## config.mk

```make
export PLATFORM = sky130hd
export DESIGN_NAME = multiturn_position_tracker_drive_flat
export DESIGN_NICKNAME = d
export VERILOG_FILES = /design/src/rtl/mptd_pkg.sv /design/src/rtl/mptd_if.sv /design/src/rtl/mptd_unwrap.sv /design/src/rtl/mptd_drive.sv /design/src/rtl/multiturn_position_tracker_drive.sv /design/src/flat_wrapper.sv
export VERILOG_INCLUDE_DIRS = /design/src /design/src/rtl
export SDC_FILE = /design/constraint.sdc
export NUM_CORES = 1
export LEC_CHECK = 0
export BUFFER_PORTS_ARGS = -buffer_cell sky130_fd_sc_hd__buf_2
export CAP_MARGIN = 20
export CORE_MARGIN = 2
export CORE_UTILIZATION = 65
export CTS_CLUSTER_SIZE = 16
export DETAILED_ROUTE_END_ITERATION = 12
export GPL_ROUTABILITY_DRIVEN = 0
export PLACE_DENSITY = 0.91
export REMOVE_ABC_BUFFERS = 1
export SYNTH_ARGS = -nofsm -noshare
export SYNTH_HDL_FRONTEND = slang
export SYNTH_SLANG_ARGS = --single-unit
```

## constraint.sdc

```tcl
create_clock -name clk_i -period 12.09 [get_ports clk_i]
set_clock_uncertainty 0.05 [all_clocks]
set_input_delay 1.8135 -clock clk_i [delete_from_list [all_inputs] [get_ports clk_i]]
set_output_delay 1.8135 -clock clk_i [all_outputs]
set_load 0.02 [all_outputs]
```

## src/rtl/multiturn_position_tracker_drive_macros.svh

```systemverilog
// -----------------------------------------------------------------------------
// multiturn position tracker drive assertion macros
// concurrent assertion wrappers, empty when synthesized
// -----------------------------------------------------------------------------
`ifndef MULTITURN_POSITION_TRACKER_DRIVE_MACROS_SVH
`define MULTITURN_POSITION_TRACKER_DRIVE_MACROS_SVH

`ifndef SYNTHESIS

// property checked on every clock edge outside reset
`define MPTD_ASSERT(name, clk, rst_n, prop, msg) \
  name: assert property (@(posedge clk) disable iff (!rst_n) (prop)) else $error(msg);

// condition implies an outcome in the following cycle
`define MPTD_ASSERT_NEXT(name, clk, rst_n, pre, post, msg) \
  name: assert property (@(posedge clk) disable iff (!rst_n) (pre) |=> (post)) else $error(msg);

`else

`define MPTD_ASSERT(name, clk, rst_n, prop, msg)
`define MPTD_ASSERT_NEXT(name, clk, rst_n, pre, post, msg)

`endif

`endif

```

## src/rtl/mptd_pkg.sv

```systemverilog
// -----------------------------------------------------------------------------
// mptd_pkg
// shared widths, reset values and register codes of the position tracker
// -----------------------------------------------------------------------------
package mptd_pkg;

  // default parameter values
  localparam int SampleBitsDef = 12;
  localparam int MaxTurnsDef   = 255;

  // field widths
  localparam int ThrW      = 12;
  localparam int SpanW     = 12;
  localparam int BandW     = 16;
  localparam int LevelW    = 9;
  localparam int TargetW   = 20;
  localparam int PosW      = 20;
  localparam int TurnsOutW = 8;
  localparam int DriveW    = 10;

  // configuration port
  localparam int CfgIdxW  = 3;
  localparam int CfgDataW = 16;

  localparam logic [CfgIdxW-1:0] CfgWrapThreshold = 3'd0;
  localparam logic [CfgIdxW-1:0] CfgTurnSpan      = 3'd1;
  localparam logic [CfgIdxW-1:0] CfgCoarseBand    = 3'd2;
  localparam logic [CfgIdxW-1:0] CfgFineBand      = 3'd3;
  localparam logic [CfgIdxW-1:0] CfgFastLevel     = 3'd4;
  localparam logic [CfgIdxW-1:0] CfgSlowLevel     = 3'd5;

  // limits
  localparam logic [PosW-1:0]   PosMax   = 20'hFFFFF;
  localparam logic [LevelW-1:0] LevelOne = 9'd256;

  // register reset values
  localparam logic [ThrW-1:0]   WrapThresholdRst = 12'd450;
  localparam logic [SpanW-1:0]  TurnSpanRst      = 12'd964;
  localparam logic [BandW-1:0]  CoarseBandRst    = 16'd100;
  localparam logic [BandW-1:0]  FineBandRst      = 16'd20;
  localparam logic [LevelW-1:0] FastLevelRst     = 9'd128;
  localparam logic [LevelW-1:0] SlowLevelRst     = 9'd26;

  typedef struct packed {
    logic [ThrW-1:0]   wrap_threshold;
    logic [SpanW-1:0]  turn_span;
    logic [BandW-1:0]  coarse_band;
    logic [BandW-1:0]  fine_band;
    logic [LevelW-1:0] fast_level;
    logic [LevelW-1:0] slow_level;
  } cfg_t;

endpackage

```

## src/rtl/mptd_if.sv

```systemverilog
// -----------------------------------------------------------------------------
// mptd_if
// valid/ready channels carrying sample items in and tracker results out
// -----------------------------------------------------------------------------
interface mptd_in_if #(
  parameter int SAMPLE_BITS = mptd_pkg::SampleBitsDef
);
  logic                             valid;
  logic                             ready;
  logic [SAMPLE_BITS-1:0]           sample;
  logic [mptd_pkg::TargetW-1:0]     target;

  modport source (output valid, output sample, output target, input ready);
  modport sink   (input valid, input sample, input target, output ready);
endinterface

interface mptd_out_if;
  logic                                valid;
  logic                                ready;
  logic [mptd_pkg::PosW-1:0]           position;
  logic [mptd_pkg::TurnsOutW-1:0]      turns;
  logic signed [mptd_pkg::DriveW-1:0]  drive_level;

  modport source (output valid, output position, output turns, output drive_level,
                  input ready);
  modport sink   (input valid, input position, input turns, input drive_level,
                  output ready);
endinterface

```

## src/rtl/mptd_unwrap.sv

```systemverilog
// -----------------------------------------------------------------------------
// mptd_unwrap
// input register and turn tracking state, one item per cycle while the link is not stalled
// -----------------------------------------------------------------------------
module mptd_unwrap #(
  parameter int SAMPLE_BITS = mptd_pkg::SampleBitsDef,
  parameter int MAX_TURNS   = mptd_pkg::MaxTurnsDef,
  localparam int TurnW      = $clog2(MAX_TURNS + 1)
) (
  input  logic                          clk_i,
  input  logic                          rst_ni,
  input  logic [mptd_pkg::ThrW-1:0]     wrap_threshold_i,
  mptd_in_if.sink                       in_i,
  output logic                          link_valid_o,
  input  logic                          link_ready_i,
  output logic [SAMPLE_BITS-1:0]        link_sample_o,
  output logic [mptd_pkg::TargetW-1:0]  link_target_o,
  output logic [TurnW-1:0]              link_turns_o
);

  localparam int CmpW = (SAMPLE_BITS > mptd_pkg::ThrW) ? SAMPLE_BITS : mptd_pkg::ThrW;

  // input register
  logic                          a_valid_q;
  logic [SAMPLE_BITS-1:0]        a_sample_q;
  logic [mptd_pkg::TargetW-1:0]  a_target_q;
  logic                          a_ready;
  logic                          a_fire;

  // link register
  logic                          b_valid_q;
  logic [SAMPLE_BITS-1:0]        b_sample_q;
  logic [mptd_pkg::TargetW-1:0]  b_target_q;
  logic [TurnW-1:0]              b_turns_q;
  logic                          b_ready;

  // tracking state
  logic                    started_q, started_d;
  logic                    skip_q, skip_d;
  logic [SAMPLE_BITS-1:0]  prev_q, prev_d;
  logic [TurnW-1:0]        turn_q, turn_d;

  logic [CmpW-1:0] s_ext, p_ext, thr_ext;
  logic            drop, rise;

  assign b_ready    = !b_valid_q || link_ready_i;
  assign a_fire     = a_valid_q && b_ready;
  assign a_ready    = !a_valid_q || b_ready;
  assign in_i.ready = a_ready;

  always_ff @(posedge clk_i or negedge rst_ni) begin
    if (!rst_ni) begin
      a_valid_q <= 1'b0;
    end else if (a_ready) begin
      a_valid_q <= in_i.valid;
    end
  end

  always_ff @(posedge clk_i) begin
    if (a_ready && in_i.valid) begin
      a_sample_q <= in_i.sample;
      a_target_q <= in_i.target;
    end
  end

  // jump detection against the previous sample
  assign s_ext   = CmpW'(a_sample_q);
  assign p_ext   = CmpW'(prev_q);
  assign thr_ext = CmpW'(wrap_threshold_i);
  assign drop    = (p_ext > s_ext) && ((p_ext - s_ext) > thr_ext);
  assign rise    = (s_ext > p_ext) && ((s_ext - p_ext) > thr_ext);

  always_comb begin
    started_d = started_q;
    skip_d    = skip_q;
    prev_d    = prev_q;
    turn_d    = turn_q;
    if (a_fire) begin
      prev_d = a_sample_q;
      priority if (!started_q) begin
        started_d = 1'b1;
        turn_d    = '0;
      end else if (skip_q) begin
        skip_d = 1'b0;
      end else if (drop) begin
        if (turn_q < TurnW'(MAX_TURNS)) begin
          turn_d = turn_q + TurnW'(1);
        end
        skip_d = 1'b1;
      end else if (rise) begin
        if (turn_q != '0) begin
          turn_d = turn_q - TurnW'(1);
        end
        skip_d = 1'b1;
      end else begin
        turn_d = turn_q;
      end
    end
  end

  always_ff @(posedge clk_i or negedge rst_ni) begin
    if (!rst_ni) begin
      started_q <= 1'b0;
      skip_q    <= 1'b0;
      prev_q    <= '0;
      turn_q    <= '0;
    end else begin
      started_q <= started_d;
      skip_q    <= skip_d;
      prev_q    <= prev_d;
      turn_q    <= turn_d;
    end
  end

  always_ff @(posedge clk_i or negedge rst_ni) begin
    if (!rst_ni) begin
      b_valid_q <= 1'b0;
    end else if (b_ready) begin
      b_valid_q <= a_valid_q;
    end
  end

  always_ff @(posedge clk_i) begin
    if (a_fire) begin
      b_sample_q <= a_sample_q;
      b_target_q <= a_target_q;
      b_turns_q  <= turn_d;
    end
  end

  assign link_valid_o  = b_valid_q;
  assign link_sample_o = b_sample_q;
  assign link_target_o = b_target_q;
  assign link_turns_o  = b_turns_q;

endmodule

```

## src/rtl/mptd_drive.sv

```systemverilog
// -----------------------------------------------------------------------------
// mptd_drive
// position build with saturation, then error banding into a drive level
// -----------------------------------------------------------------------------
module mptd_drive #(
  parameter int SAMPLE_BITS = mptd_pkg::SampleBitsDef,
  parameter int MAX_TURNS   = mptd_pkg::MaxTurnsDef,
  localparam int TurnW      = $clog2(MAX_TURNS + 1)
) (
  input  logic                          clk_i,
  input  logic                          rst_ni,
  input  mptd_pkg::cfg_t                cfg_i,
  input  logic                          link_valid_i,
  output logic                          link_ready_o,
  input  logic [SAMPLE_BITS-1:0]        link_sample_i,
  input  logic [mptd_pkg::TargetW-1:0]  link_target_i,
  input  logic [TurnW-1:0]              link_turns_i,
  mptd_out_if.source                    out_o
);

  localparam int ProdW = TurnW + mptd_pkg::SpanW;
  localparam int MaxA  = (ProdW > SAMPLE_BITS) ? ProdW : SAMPLE_BITS;
  localparam int SumW  = ((MaxA > mptd_pkg::PosW) ? MaxA : mptd_pkg::PosW) + 1;

  // position stage
  logic                            c_valid_q;
  logic [mptd_pkg::PosW-1:0]       c_pos_q;
  logic [mptd_pkg::TargetW-1:0]    c_target_q;
  logic [mptd_pkg::TurnsOutW-1:0]  c_turns_q;
  logic                            c_ready;
  logic                            c_fire;

  // result register
  logic                              d_valid_q;
  logic [mptd_pkg::PosW-1:0]         d_pos_q;
  logic [mptd_pkg::TurnsOutW-1:0]    d_turns_q;
  logic signed [mptd_pkg::DriveW-1:0] d_drive_q;
  logic                              d_ready;

  logic [ProdW-1:0]               prod;
  logic [SumW-1:0]                sum;
  logic [mptd_pkg::PosW-1:0]      pos_sat;

  logic                           over;
  logic [mptd_pkg::PosW-1:0]      mag;
  logic [mptd_pkg::LevelW-1:0]    fast_lvl, slow_lvl, sel_lvl;
  logic [mptd_pkg::DriveW-1:0]    lvl_ext;
  logic signed [mptd_pkg::DriveW-1:0] drive_d;

  assign d_ready      = !d_valid_q || out_o.ready;
  assign c_fire       = c_valid_q && d_ready;
  assign c_ready      = !c_valid_q || d_ready;
  assign link_ready_o = c_ready;

  // sample plus turns times span, capped at the top of the position range
  assign prod    = ProdW'(link_turns_i) * ProdW'(cfg_i.turn_span);
  assign sum     = SumW'(prod) + SumW'(link_sample_i);
  assign pos_sat = (sum > SumW'(mptd_pkg::PosMax)) ? mptd_pkg::PosMax
                                                    : sum[mptd_pkg::PosW-1:0];

  always_ff @(posedge clk_i or negedge rst_ni) begin
    if (!rst_ni) begin
      c_valid_q <= 1'b0;
    end else if (c_ready) begin
      c_valid_q <= link_valid_i;
    end
  end

  always_ff @(posedge clk_i) begin
    if (c_ready && link_valid_i) begin
      c_pos_q    <= pos_sat;
      c_target_q <= link_target_i;
      c_turns_q  <= mptd_pkg::TurnsOutW'(link_turns_i);
    end
  end

  // levels above one are used as one
  assign fast_lvl = (cfg_i.fast_level > mptd_pkg::LevelOne) ? mptd_pkg::LevelOne
                                                            : cfg_i.fast_level;
  assign slow_lvl = (cfg_i.slow_level > mptd_pkg::LevelOne) ? mptd_pkg::LevelOne
                                                            : cfg_i.slow_level;

  // position above target drives positive
  assign over = c_pos_q > c_target_q;
  assign mag  = over ? (c_pos_q - c_target_q) : (c_target_q - c_pos_q);

  always_comb begin
    priority if (mag > mptd_pkg::PosW'(cfg_i.coarse_band)) begin
      sel_lvl = fast_lvl;
    end else if (mag > mptd_pkg::PosW'(cfg_i.fine_band)) begin
      sel_lvl = slow_lvl;
    end else begin
      sel_lvl = '0;
    end
  end

  assign lvl_ext = mptd_pkg::DriveW'(sel_lvl);
  assign drive_d = over ? $signed(lvl_ext) : -$signed(lvl_ext);

  always_ff @(posedge clk_i or negedge rst_ni) begin
    if (!rst_ni) begin
      d_valid_q <= 1'b0;
    end else if (d_ready) begin
      d_valid_q <= c_valid_q;
    end
  end

  always_ff @(posedge clk_i) begin
    if (c_fire) begin
      d_pos_q   <= c_pos_q;
      d_turns_q <= c_turns_q;
      d_drive_q <= drive_d;
    end
  end

  assign out_o.valid       = d_valid_q;
  assign out_o.position    = d_pos_q;
  assign out_o.turns       = d_turns_q;
  assign out_o.drive_level = d_drive_q;

endmodule

```

## src/rtl/multiturn_position_tracker_drive.sv

```systemverilog
// -----------------------------------------------------------------------------
// multiturn_position_tracker_drive
// multi-turn unwrap of single-turn encoder samples with a three-level drive
// -----------------------------------------------------------------------------
//
//  channel   direction  handshake        payload
//  in_i      sink       valid / ready    sample, target
//  out_o     source     valid / ready    position, turns, drive_level
//  cfg       write only cfg_we_i         cfg_idx_i, cfg_wdata_i
//
//  one item per cycle sustained while out_o is ready; after its item is accepted,
//  a result passes the link, position and result registers behind the input register
//  the turn count feeds back to the next item within the single unwrap stage
//  every stage has its own valid bit and takes a new item when it is empty or
//  its content moves on, so a stalled result does not block the input at once
//  reset clears all valid bits and the tracking state and loads the cfg reset values
//
`include "multiturn_position_tracker_drive_macros.svh"

module multiturn_position_tracker_drive #(
  parameter int SAMPLE_BITS = mptd_pkg::SampleBitsDef,
  parameter int MAX_TURNS   = mptd_pkg::MaxTurnsDef
) (
  input  logic                           clk_i,
  input  logic                           rst_ni,
  input  logic                           cfg_we_i,
  input  logic [mptd_pkg::CfgIdxW-1:0]   cfg_idx_i,
  input  logic [mptd_pkg::CfgDataW-1:0]  cfg_wdata_i,
  mptd_in_if.sink                        in_i,
  mptd_out_if.source                     out_o
);

  localparam int TurnW = $clog2(MAX_TURNS + 1);

  // configuration registers
  mptd_pkg::cfg_t cfg_q, cfg_d;

  // unwrap to drive link
  logic                          link_valid;
  logic                          link_ready;
  logic [SAMPLE_BITS-1:0]        link_sample;
  logic [mptd_pkg::TargetW-1:0]  link_target;
  logic [TurnW-1:0]              link_turns;

  // register writes, unknown indexes are dropped
  always_comb begin
    cfg_d = cfg_q;
    if (cfg_we_i) begin
      unique case (cfg_idx_i)
        mptd_pkg::CfgWrapThreshold: cfg_d.wrap_threshold = cfg_wdata_i[mptd_pkg::ThrW-1:0];
        mptd_pkg::CfgTurnSpan:      cfg_d.turn_span      = cfg_wdata_i[mptd_pkg::SpanW-1:0];
        mptd_pkg::CfgCoarseBand:    cfg_d.coarse_band    = cfg_wdata_i[mptd_pkg::BandW-1:0];
        mptd_pkg::CfgFineBand:      cfg_d.fine_band      = cfg_wdata_i[mptd_pkg::BandW-1:0];
        mptd_pkg::CfgFastLevel:     cfg_d.fast_level     = cfg_wdata_i[mptd_pkg::LevelW-1:0];
        mptd_pkg::CfgSlowLevel:     cfg_d.slow_level     = cfg_wdata_i[mptd_pkg::LevelW-1:0];
        default:                    cfg_d = cfg_q;
      endcase
    end
  end

  always_ff @(posedge clk_i or negedge rst_ni) begin
    if (!rst_ni) begin
      cfg_q.wrap_threshold <= mptd_pkg::WrapThresholdRst;
      cfg_q.turn_span      <= mptd_pkg::TurnSpanRst;
      cfg_q.coarse_band    <= mptd_pkg::CoarseBandRst;
      cfg_q.fine_band      <= mptd_pkg::FineBandRst;
      cfg_q.fast_level     <= mptd_pkg::FastLevelRst;
      cfg_q.slow_level     <= mptd_pkg::SlowLevelRst;
    end else begin
      cfg_q <= cfg_d;
    end
  end

  // input register, turn tracking and first-sample / skip handling
  mptd_unwrap #(
    .SAMPLE_BITS (SAMPLE_BITS),
    .MAX_TURNS   (MAX_TURNS)
  ) u_unwrap (
    .clk_i            (clk_i),
    .rst_ni           (rst_ni),
    .wrap_threshold_i (cfg_q.wrap_threshold),
    .in_i             (in_i),
    .link_valid_o     (link_valid),
    .link_ready_i     (link_ready),
    .link_sample_o    (link_sample),
    .link_target_o    (link_target),
    .link_turns_o     (link_turns)
  );

  // position multiply, saturation and drive level select
  mptd_drive #(
    .SAMPLE_BITS (SAMPLE_BITS),
    .MAX_TURNS   (MAX_TURNS)
  ) u_drive (
    .clk_i         (clk_i),
    .rst_ni        (rst_ni),
    .cfg_i         (cfg_q),
    .link_valid_i  (link_valid),
    .link_ready_o  (link_ready),
    .link_sample_i (link_sample),
    .link_target_i (link_target),
    .link_turns_i  (link_turns),
    .out_o         (out_o)
  );

  // turn count stays within its saturation limits
  `MPTD_ASSERT(a_turns_limit, clk_i, rst_ni, link_valid |-> (link_turns <= TurnW'(MAX_TURNS)), "turn count above limit")

  // drive command never exceeds full scale in either direction
  `MPTD_ASSERT(a_drive_range, clk_i, rst_ni, out_o.valid |-> ((out_o.drive_level >= -10'sd256) && (out_o.drive_level <= 10'sd256)), "drive level out of range")

  // a turn span write lands in the register on the next cycle
  `MPTD_ASSERT_NEXT(a_span_write, clk_i, rst_ni, cfg_we_i && (cfg_idx_i == mptd_pkg::CfgTurnSpan), cfg_q.turn_span == $past(cfg_wdata_i[mptd_pkg::SpanW-1:0]), "turn span write lost")

endmodule
```

## src/flat_wrapper.sv

```systemverilog
// flat-port wrapper written by rule: the top's interface ports become plain ports
module multiturn_position_tracker_drive_flat 
#(
  parameter int SAMPLE_BITS = mptd_pkg::SampleBitsDef,
  parameter int MAX_TURNS   = mptd_pkg::MaxTurnsDef
)
  (clk_i, rst_ni, cfg_we_i, cfg_idx_i, cfg_wdata_i, in_i_valid, in_i_sample, in_i_target, in_i_ready, out_o_valid, out_o_position, out_o_turns, out_o_drive_level, out_o_ready);
  mptd_in_if #(.SAMPLE_BITS(SAMPLE_BITS)) in_i_i ();
  mptd_out_if out_o_i ();
  input  logic clk_i;
  input  logic rst_ni;
  input  logic cfg_we_i;
  input  logic [mptd_pkg::CfgIdxW-1:0] cfg_idx_i;
  input  logic [mptd_pkg::CfgDataW-1:0] cfg_wdata_i;
  input wire logic [$bits(in_i_i.valid)-1:0] in_i_valid;
  input wire logic [$bits(in_i_i.sample)-1:0] in_i_sample;
  input wire logic [$bits(in_i_i.target)-1:0] in_i_target;
  output wire logic [$bits(in_i_i.ready)-1:0] in_i_ready;
  output wire logic [$bits(out_o_i.valid)-1:0] out_o_valid;
  output wire logic [$bits(out_o_i.position)-1:0] out_o_position;
  output wire logic [$bits(out_o_i.turns)-1:0] out_o_turns;
  output wire logic [$bits(out_o_i.drive_level)-1:0] out_o_drive_level;
  input wire logic [$bits(out_o_i.ready)-1:0] out_o_ready;
  assign in_i_i.valid = in_i_valid;
  assign in_i_i.sample = in_i_sample;
  assign in_i_i.target = in_i_target;
  assign in_i_ready = in_i_i.ready;
  assign out_o_valid = out_o_i.valid;
  assign out_o_position = out_o_i.position;
  assign out_o_turns = out_o_i.turns;
  assign out_o_drive_level = out_o_i.drive_level;
  assign out_o_i.ready = out_o_ready;
  multiturn_position_tracker_drive #(.SAMPLE_BITS(SAMPLE_BITS), .MAX_TURNS(MAX_TURNS)) u_core (.clk_i(clk_i), .rst_ni(rst_ni), .cfg_we_i(cfg_we_i), .cfg_idx_i(cfg_idx_i), .cfg_wdata_i(cfg_wdata_i), .in_i(in_i_i), .out_o(out_o_i));
endmodule
```

=== Yosys cells after proc, flatten, opt, wreduce, memory -nomap -nowiden ===
Cells that the tools add are included.

* Register bits: 258
* Input bits: 56
* Output and inout bits: 40
* Logic and storage cells: 90

* Add/subtract/negate cells: 8
* $mul: 1
* Magnitude comparators: 11
* Equal/unequal tests: 5
* Multiplexer cells: 16
* Reductions and logical operators: 23

{| class="wikitable"
|+ Operator list
! operator !! number
|-
| 8-bit two-way mux || 7
|-
| 12-bit greater-than comparator || 4
|-
| 9-bit two-way mux || 5
|-
| 20-bit by 16-bit greater-than comparator with 1-bit output || 2
|-
| 20-bit subtractor || 2
|-
| 12-bit subtractor || 2
|-
| 20-bit by 12-bit adder with 21-bit output || 1
|-
| 21-bit by 20-bit greater-than comparator with 1-bit output, second input constant || 1
|-
| 20-bit greater-than comparator || 1
|-
| 8-bit by 12-bit multiplier with 20-bit output || 1
|-
| 20-bit two-way mux || 1
|-
| 9-bit greater-than comparator, second input constant || 2
|-
| 2-bit AND reduction || 7
|-
| 9-bit negation with 10-bit output || 1
|-
| 8-bit by 1-bit adder with 8-bit output, second input constant || 1
|-
| 8-bit < comparator, second input constant || 1
|-
| 8-bit nonzero test || 1
|-
| 8-bit by 1-bit subtractor with 8-bit output, second input constant || 1
|-
| 3-bit by 2-bit == test with 1-bit output, second input constant || 2
|-
| 3-bit == test, second input constant || 2
|-
| 1-bit logical AND || 6
|-
| 1-bit zero test || 4
|-
| 1-bit logical OR || 4
|-
| 3-bit by 1-bit == test with 1-bit output, second input constant || 1
|-
| 2 further kinds || 4
|}

=== Depth between registers and ports, before layout ===
* Word-level depth: 8
* Depth in mapped cells: 33

=== Cells and area by module ===
From an unflattened synthesis, not the netlist that was laid out.

* Cell total of the unflattened synthesis: 1674
* Area total of the unflattened synthesis: 17903.4 um^2

{| class="wikitable"
|+ Modules (own cells, without submodules)
! module !! instances !! cells each !! area an instance (um^2)
|-
| mptd_drive || 1 || 1031 || 9700.6
|-
| mptd_unwrap || 1 || 483 || 5300.1
|-
| multiturn_position_tracker_drive || 1 || 160 || 2902.8
|}

=== Worst setup path before layout ===
Ideal clock, no wire load.

* Kind: register -> register
* Start: register u_core.u_drive.c_pos_q[0] (netlist name)
* End: register u_core.u_drive.d_drive_q (netlist bit u_core.u_drive.out_o.drive_level[8]), data pin
* Arrival time: 6126 ps
* Setup slack: 5652 ps
* Stages on the path, launching flop included: 34
* Buffers on the path: 2
* Period minus slack after synthesis: 6438 ps
* Path through: edfxtp_1 inv_1 ha_1 inv_1 fa_1 a211oi_1 o211ai_1 a21boi_1 a21oi_2 a31o_1 buf_2 mux2i_1 o221a_2 o22ai_1 a221oi_1 xnor2_1 ha_1 and3_1 a21oi_1 a21oi_1 a2111oi_0 a21bo_2 o211ai_1 o32a_4 nor2_8 buf_6 nor2_1 a31oi_1 ha_1 inv_1 nor2_1 nor2_1 xnor2_1 mux2_1

* Cells in the longest elaborated chain, start to end: 7
* Elaborated cells on any way between the ends: 10
* Those cells by class: 3 x add/sub; 3 x order compare; 4 x mux

{| class="wikitable"
|+ Ends and longest elaborated chain
! what !! RTL line !! text
|-
| start: declaration || mptd_drive.sv:27 || <nowiki>logic [mptd_pkg::PosW-1:0] c_pos_q;</nowiki>
|-
| start signal: assignment || mptd_drive.sv:71 || <nowiki>c_pos_q <= pos_sat;</nowiki>
|-
| 20-bit subtractor or 20-bit greater-than comparator (tied branches) || mptd_drive.sv:85, mptd_drive.sv:84 ||
|-
| 20-bit two-way mux || mptd_drive.sv:85 || <nowiki>assign mag = over ? (c_pos_q - c_target_q) : (c_target_q - c_pos_q);</nowiki>
|-
| 20-bit by 16-bit greater-than comparator with 1-bit output || mptd_drive.sv:90 || <nowiki>end else if (mag > mptd_pkg::PosW'(cfg_i.fine_band)) begin</nowiki>
|-
| 9-bit two-way mux || mptd_drive.sv:90 ||
|-
| 9-bit two-way mux || mptd_drive.sv:88 || <nowiki>priority if (mag > mptd_pkg::PosW'(cfg_i.coarse_band)) begin</nowiki>
|-
| 9-bit negation with 10-bit output || mptd_drive.sv:98 || <nowiki>assign drive_d = over ? $signed(lvl_ext) : -$signed(lvl_ext);</nowiki>
|-
| 9-bit two-way mux * || mptd_drive.sv:98 ||
|-
| named net u_core.u_drive.drive_d (one bit) || mptd_drive.sv:48 || <nowiki>logic signed [mptd_pkg::DriveW-1:0] drive_d;</nowiki>
|-
| end signal: assignment || mptd_drive.sv:112 || <nowiki>d_drive_q <= drive_d;</nowiki>
|-
| end: declaration || mptd_drive.sv:37 || <nowiki>logic signed [mptd_pkg::DriveW-1:0] d_drive_q;</nowiki>
|}

Mark *: on every way through the listed nets, which the timed path passes. The rest lies on a longest branch.
A chain may end at the register's enable or synchronous reset.

=== Final worst setup path ===
Ends and elaborated chain as after synthesis.

==> out/results.tsv <==
stage	metric	value	unit
worst_setup_path	worstPathRequired	12.35	ns
clock_network	clk_root_buffer_cell	clkbuf_16	
placement	placement.io_buffers	95	
worst_setup_path	cpPeakStageDelay	0.69	ns
final_layout	layout-drive-gt1-share	0.139	
sta	rsz_0062_raised_after_global_routing	false	
final_layout	mostFrequentLayoutCell	inv_1	
sta	timing.fmax	126	MHz
worst_hold_path	worstHoldPathCells	0	
routing	post_drt_wl_per_cell	20.6	um
global_routing	first_global_vias	14142	
clock_network	cts_inserted_buffers	28	
floorplanning	std_cell_rows	60	
global_routing	grt_pass1_wl	71000	um
sta	slew_headroom	0.285	
sta	final.period_utilization	0.655	
routing	post-route-drc-count	0	
synth	ys_async_sr_fraction	0.388	
run_status	result_of_the_run	complete, no violations	
synth	syn_std_cell_area	0.0178	sq mm
sta	min_period	7.91	ns
run	max_cap_violations	0	
sta	finalSetupViolations	0	
final_layout	layout_common_cells	247 x inv_1, 167 x nand2_1, 166 x ha_1	
worst_setup_path	setup.worst_path.class	reg -> reg	
routing	detail_route.iter0.violations	1213	
clock_network	cts_tree	yes	
worst_hold_path	holdCritPathClass	reg -> reg	
worst_setup_path	startpoint_type	register	
global_routing	antenna_found_initial	0	
global_routing	pin_count_of_the_biggest_net_entering_global_routing	53	
clock_network	cts.sink_count	258	
clock_network	clk_transition_reported_paths	0.06	ns
worst_setup_path	worst_setup_path_end_kind	register	
routing	total_number_of_vias	13616	
floorplanning	floorplan.io_pins	96	
worst_setup_path	worstRegToRegCells	30	
clock_network	cts.hold.buffers_added	0	
final_layout	layout-area-overhead-vs-synth	9.45	%
global_routing	grt-ovfl-total	0	
synth	avgSynthCellArea	10.4	sq um
synth	synth_warnings	0	
floorplanning	dieHeight	170	um
synth	number_of_enable_flip_flop_cells_after_synthesis	158	
worst_setup_path	crit_fanout	27	
routing	drt.antenna.violating_nets	0	
floorplanning	dieArea	0.0288	sq mm
global_routing	grt_util_overall	0.312	
clock_network	post_cts_buffers	0	
final_layout	filler_cell_count	1629	
worst_setup_path	critPathSlowestCell	a31oi_4	
synth	ys.flop_type	edfxtp_1	
routing	dr.pass1.iters	6	
synth	synth_sequential_area_ratio	0.407	
clock_network	post_cts_resize_count	0	
clock_network	cts_buffer_depth	3	
final_layout	diodes	0	
final_layout	layout.nets	2083	
worst_setup_path	worst_ep_arrival_time	8.18	ns
sta	final-max-slew-violation-count	0	
sta	report.final.hold_viol_count	0	
synth	synth-seq-cells	258	
floorplanning	die_width	170	um
routing	vias_per_cell	6.34	
sta	worstMarginPinSlew	1.07	ns
clock_network	cts_htree_levels	1	
clock_network	worst_skew_pair.late_latency	0.57	ns
routing	detail_route.wirelength	44200	um
placement	hpwlAfterDp	31900	um
synth	yosys.cell_types.count	87	
floorplanning	initial_utilization	0.662	
floorplanning	core_area	0.0270	sq mm
synth	post_synth_inst_count	1712	
sta	setup_total_negative_slack	0	ns
==> path summary, 6_finish.rpt <==
check,from,to,slack [ns]
setup / recovery,u_core.u_drive.c_pos_q[0],u_core.u_drive.out_o.drive_level[8],4.18
hold / removal,u_core.u_unwrap.a_target_q[9],u_core.u_unwrap.link_target_o[9],0.36
setup reg to reg,u_core.u_drive.c_pos_q[0],u_core.u_drive.out_o.drive_level[8],4.18
hold reg to reg,u_core.u_unwrap.a_target_q[9],u_core.u_unwrap.link_target_o[9],0.36
max in group asynchronous,rst_ni,u_core.cfg_q[47],9.67
min in group asynchronous,rst_ni,u_core.cfg_q[62],1.22
==> registers in the layout, summed over array words and instances (netlist names), 10 cells and up <==
signal	count
u_core.u_unwrap.p_ext	12
u_core.u_drive.out_o.drive_level	10
u_core.u_unwrap.link_sample_o	12
u_core.u_drive.c_target_q	20
u_core.u_drive.c_pos_q	20
u_core.u_unwrap.a_target_q	20
u_core.u_unwrap.a_sample_q	12
u_core.cfg_q	74
u_core.u_drive.out_o.position	20
u_core.u_unwrap.link_target_o	20
==> per-layer routing <==
metal  vias to the layer above  GRT usage  part of all wire
met1                      6596      0.364              0.37
met5                         -          0                 0
met2                       755      0.559              0.50
met4                         0      0.159             0.057
li1                       6066          -                 -
met3                       199     0.0448             0.071
==> through the flow <==
| step | cells | area [sq um] | util | setup WS (ns) | hold slack, ns |
|---|---|---|---|---|---|
| floorplan | 1650 | 17600 | - | 5.46 | 0.350 |
| finish | 2148 | 19500 | 0.725 | 4.18 | 0.365 |
| CTS | 2147 | 19500 | 0.724 | 4.43 | 0.364 |
| detailed placement | 2095 | 18600 | 0.689 | 4.57 | 0.356 |
| global route | 2148 | 19500 | 0.725 | 3.98 | 0.371 |
| global placement | 2095 | 18600 | 0.689 | 5.10 | 0.352 |
==> cells in the mapped netlist (all sizes together) (6+ instances only) <==
cell    count  area share
a211o       6      0.0029
a211oi     11      0.0055
a21o       56       0.024
a21oi      98       0.028
a221oi     10      0.0056
a31oi       6      0.0029
and2       63       0.022
and3       13      0.0046
and4        6      0.0029
buf        22      0.0066
clkbuf     40      0.0084
dfrtp      82        0.12
dfstp      18       0.027
edfxtp    158        0.27
fa         76       0.085
ha        166        0.12
inv       248       0.052
mux2       50       0.032
mux2i      11      0.0062
nand2     167       0.035
nand2b     15      0.0053
nand3      23      0.0065
nand4      22      0.0086
nor2       42      0.0099
nor2b      17      0.0060
nor3       11      0.0034
o211ai     13      0.0055
o21a       12      0.0050
o21ai      86       0.024
o21bai     13      0.0055
o31ai       6      0.0025
or2         6      0.0021
or3         8      0.0028
xnor2      31       0.015
xor2       26       0.013
==> cells by family (layout without fill, tap and decap cells) <==
family,count (synthesis),in the layout,share of synthesized area
AOI/OAI and AO/OA,370,370,0.140
xor gates and xnor gates,57,57,0.0280
adders and majority gates,242,242,0.202
buffers and inverters,311,406,0.0674
DFF,258,258,0.407
muxes,61,61,0.0377
and+or+nand+nor,413,413,0.118
==> worst max-delay path: cells and delay by family (launching register included) <==
family	cells	cell delay, ns
DFF	1	0.43
AOI/OAI and AO/OA	15	4.36
buffers and inverters	3	0.25
and+or+nand+nor	5	0.77
muxes	1	0.28
adders and majority gates	4	1.17
xor gates and xnor gates	2	0.35
==> cell type report <==
| class | count | area, sq um | share of cell area |
|---|---|---|---|
| repair buffers | 105 | 553 | 0.0283 |
| multi-input cells | 1143 | 9400 | 0.481 |
| clock buffers | 34 | 754 | 0.0386 |
| flip-flops and latches | 258 | 7270 | 0.372 |
| well taps | 341 | 427 | 0.0218 |
| inverters | 249 | 935 | 0.0479 |
| clock inverters | 18 | 195 | 0.00999 |
Power is not shown: default switching activity piles up to over one toggle a cycle in this logic, so the estimate is an artifact.
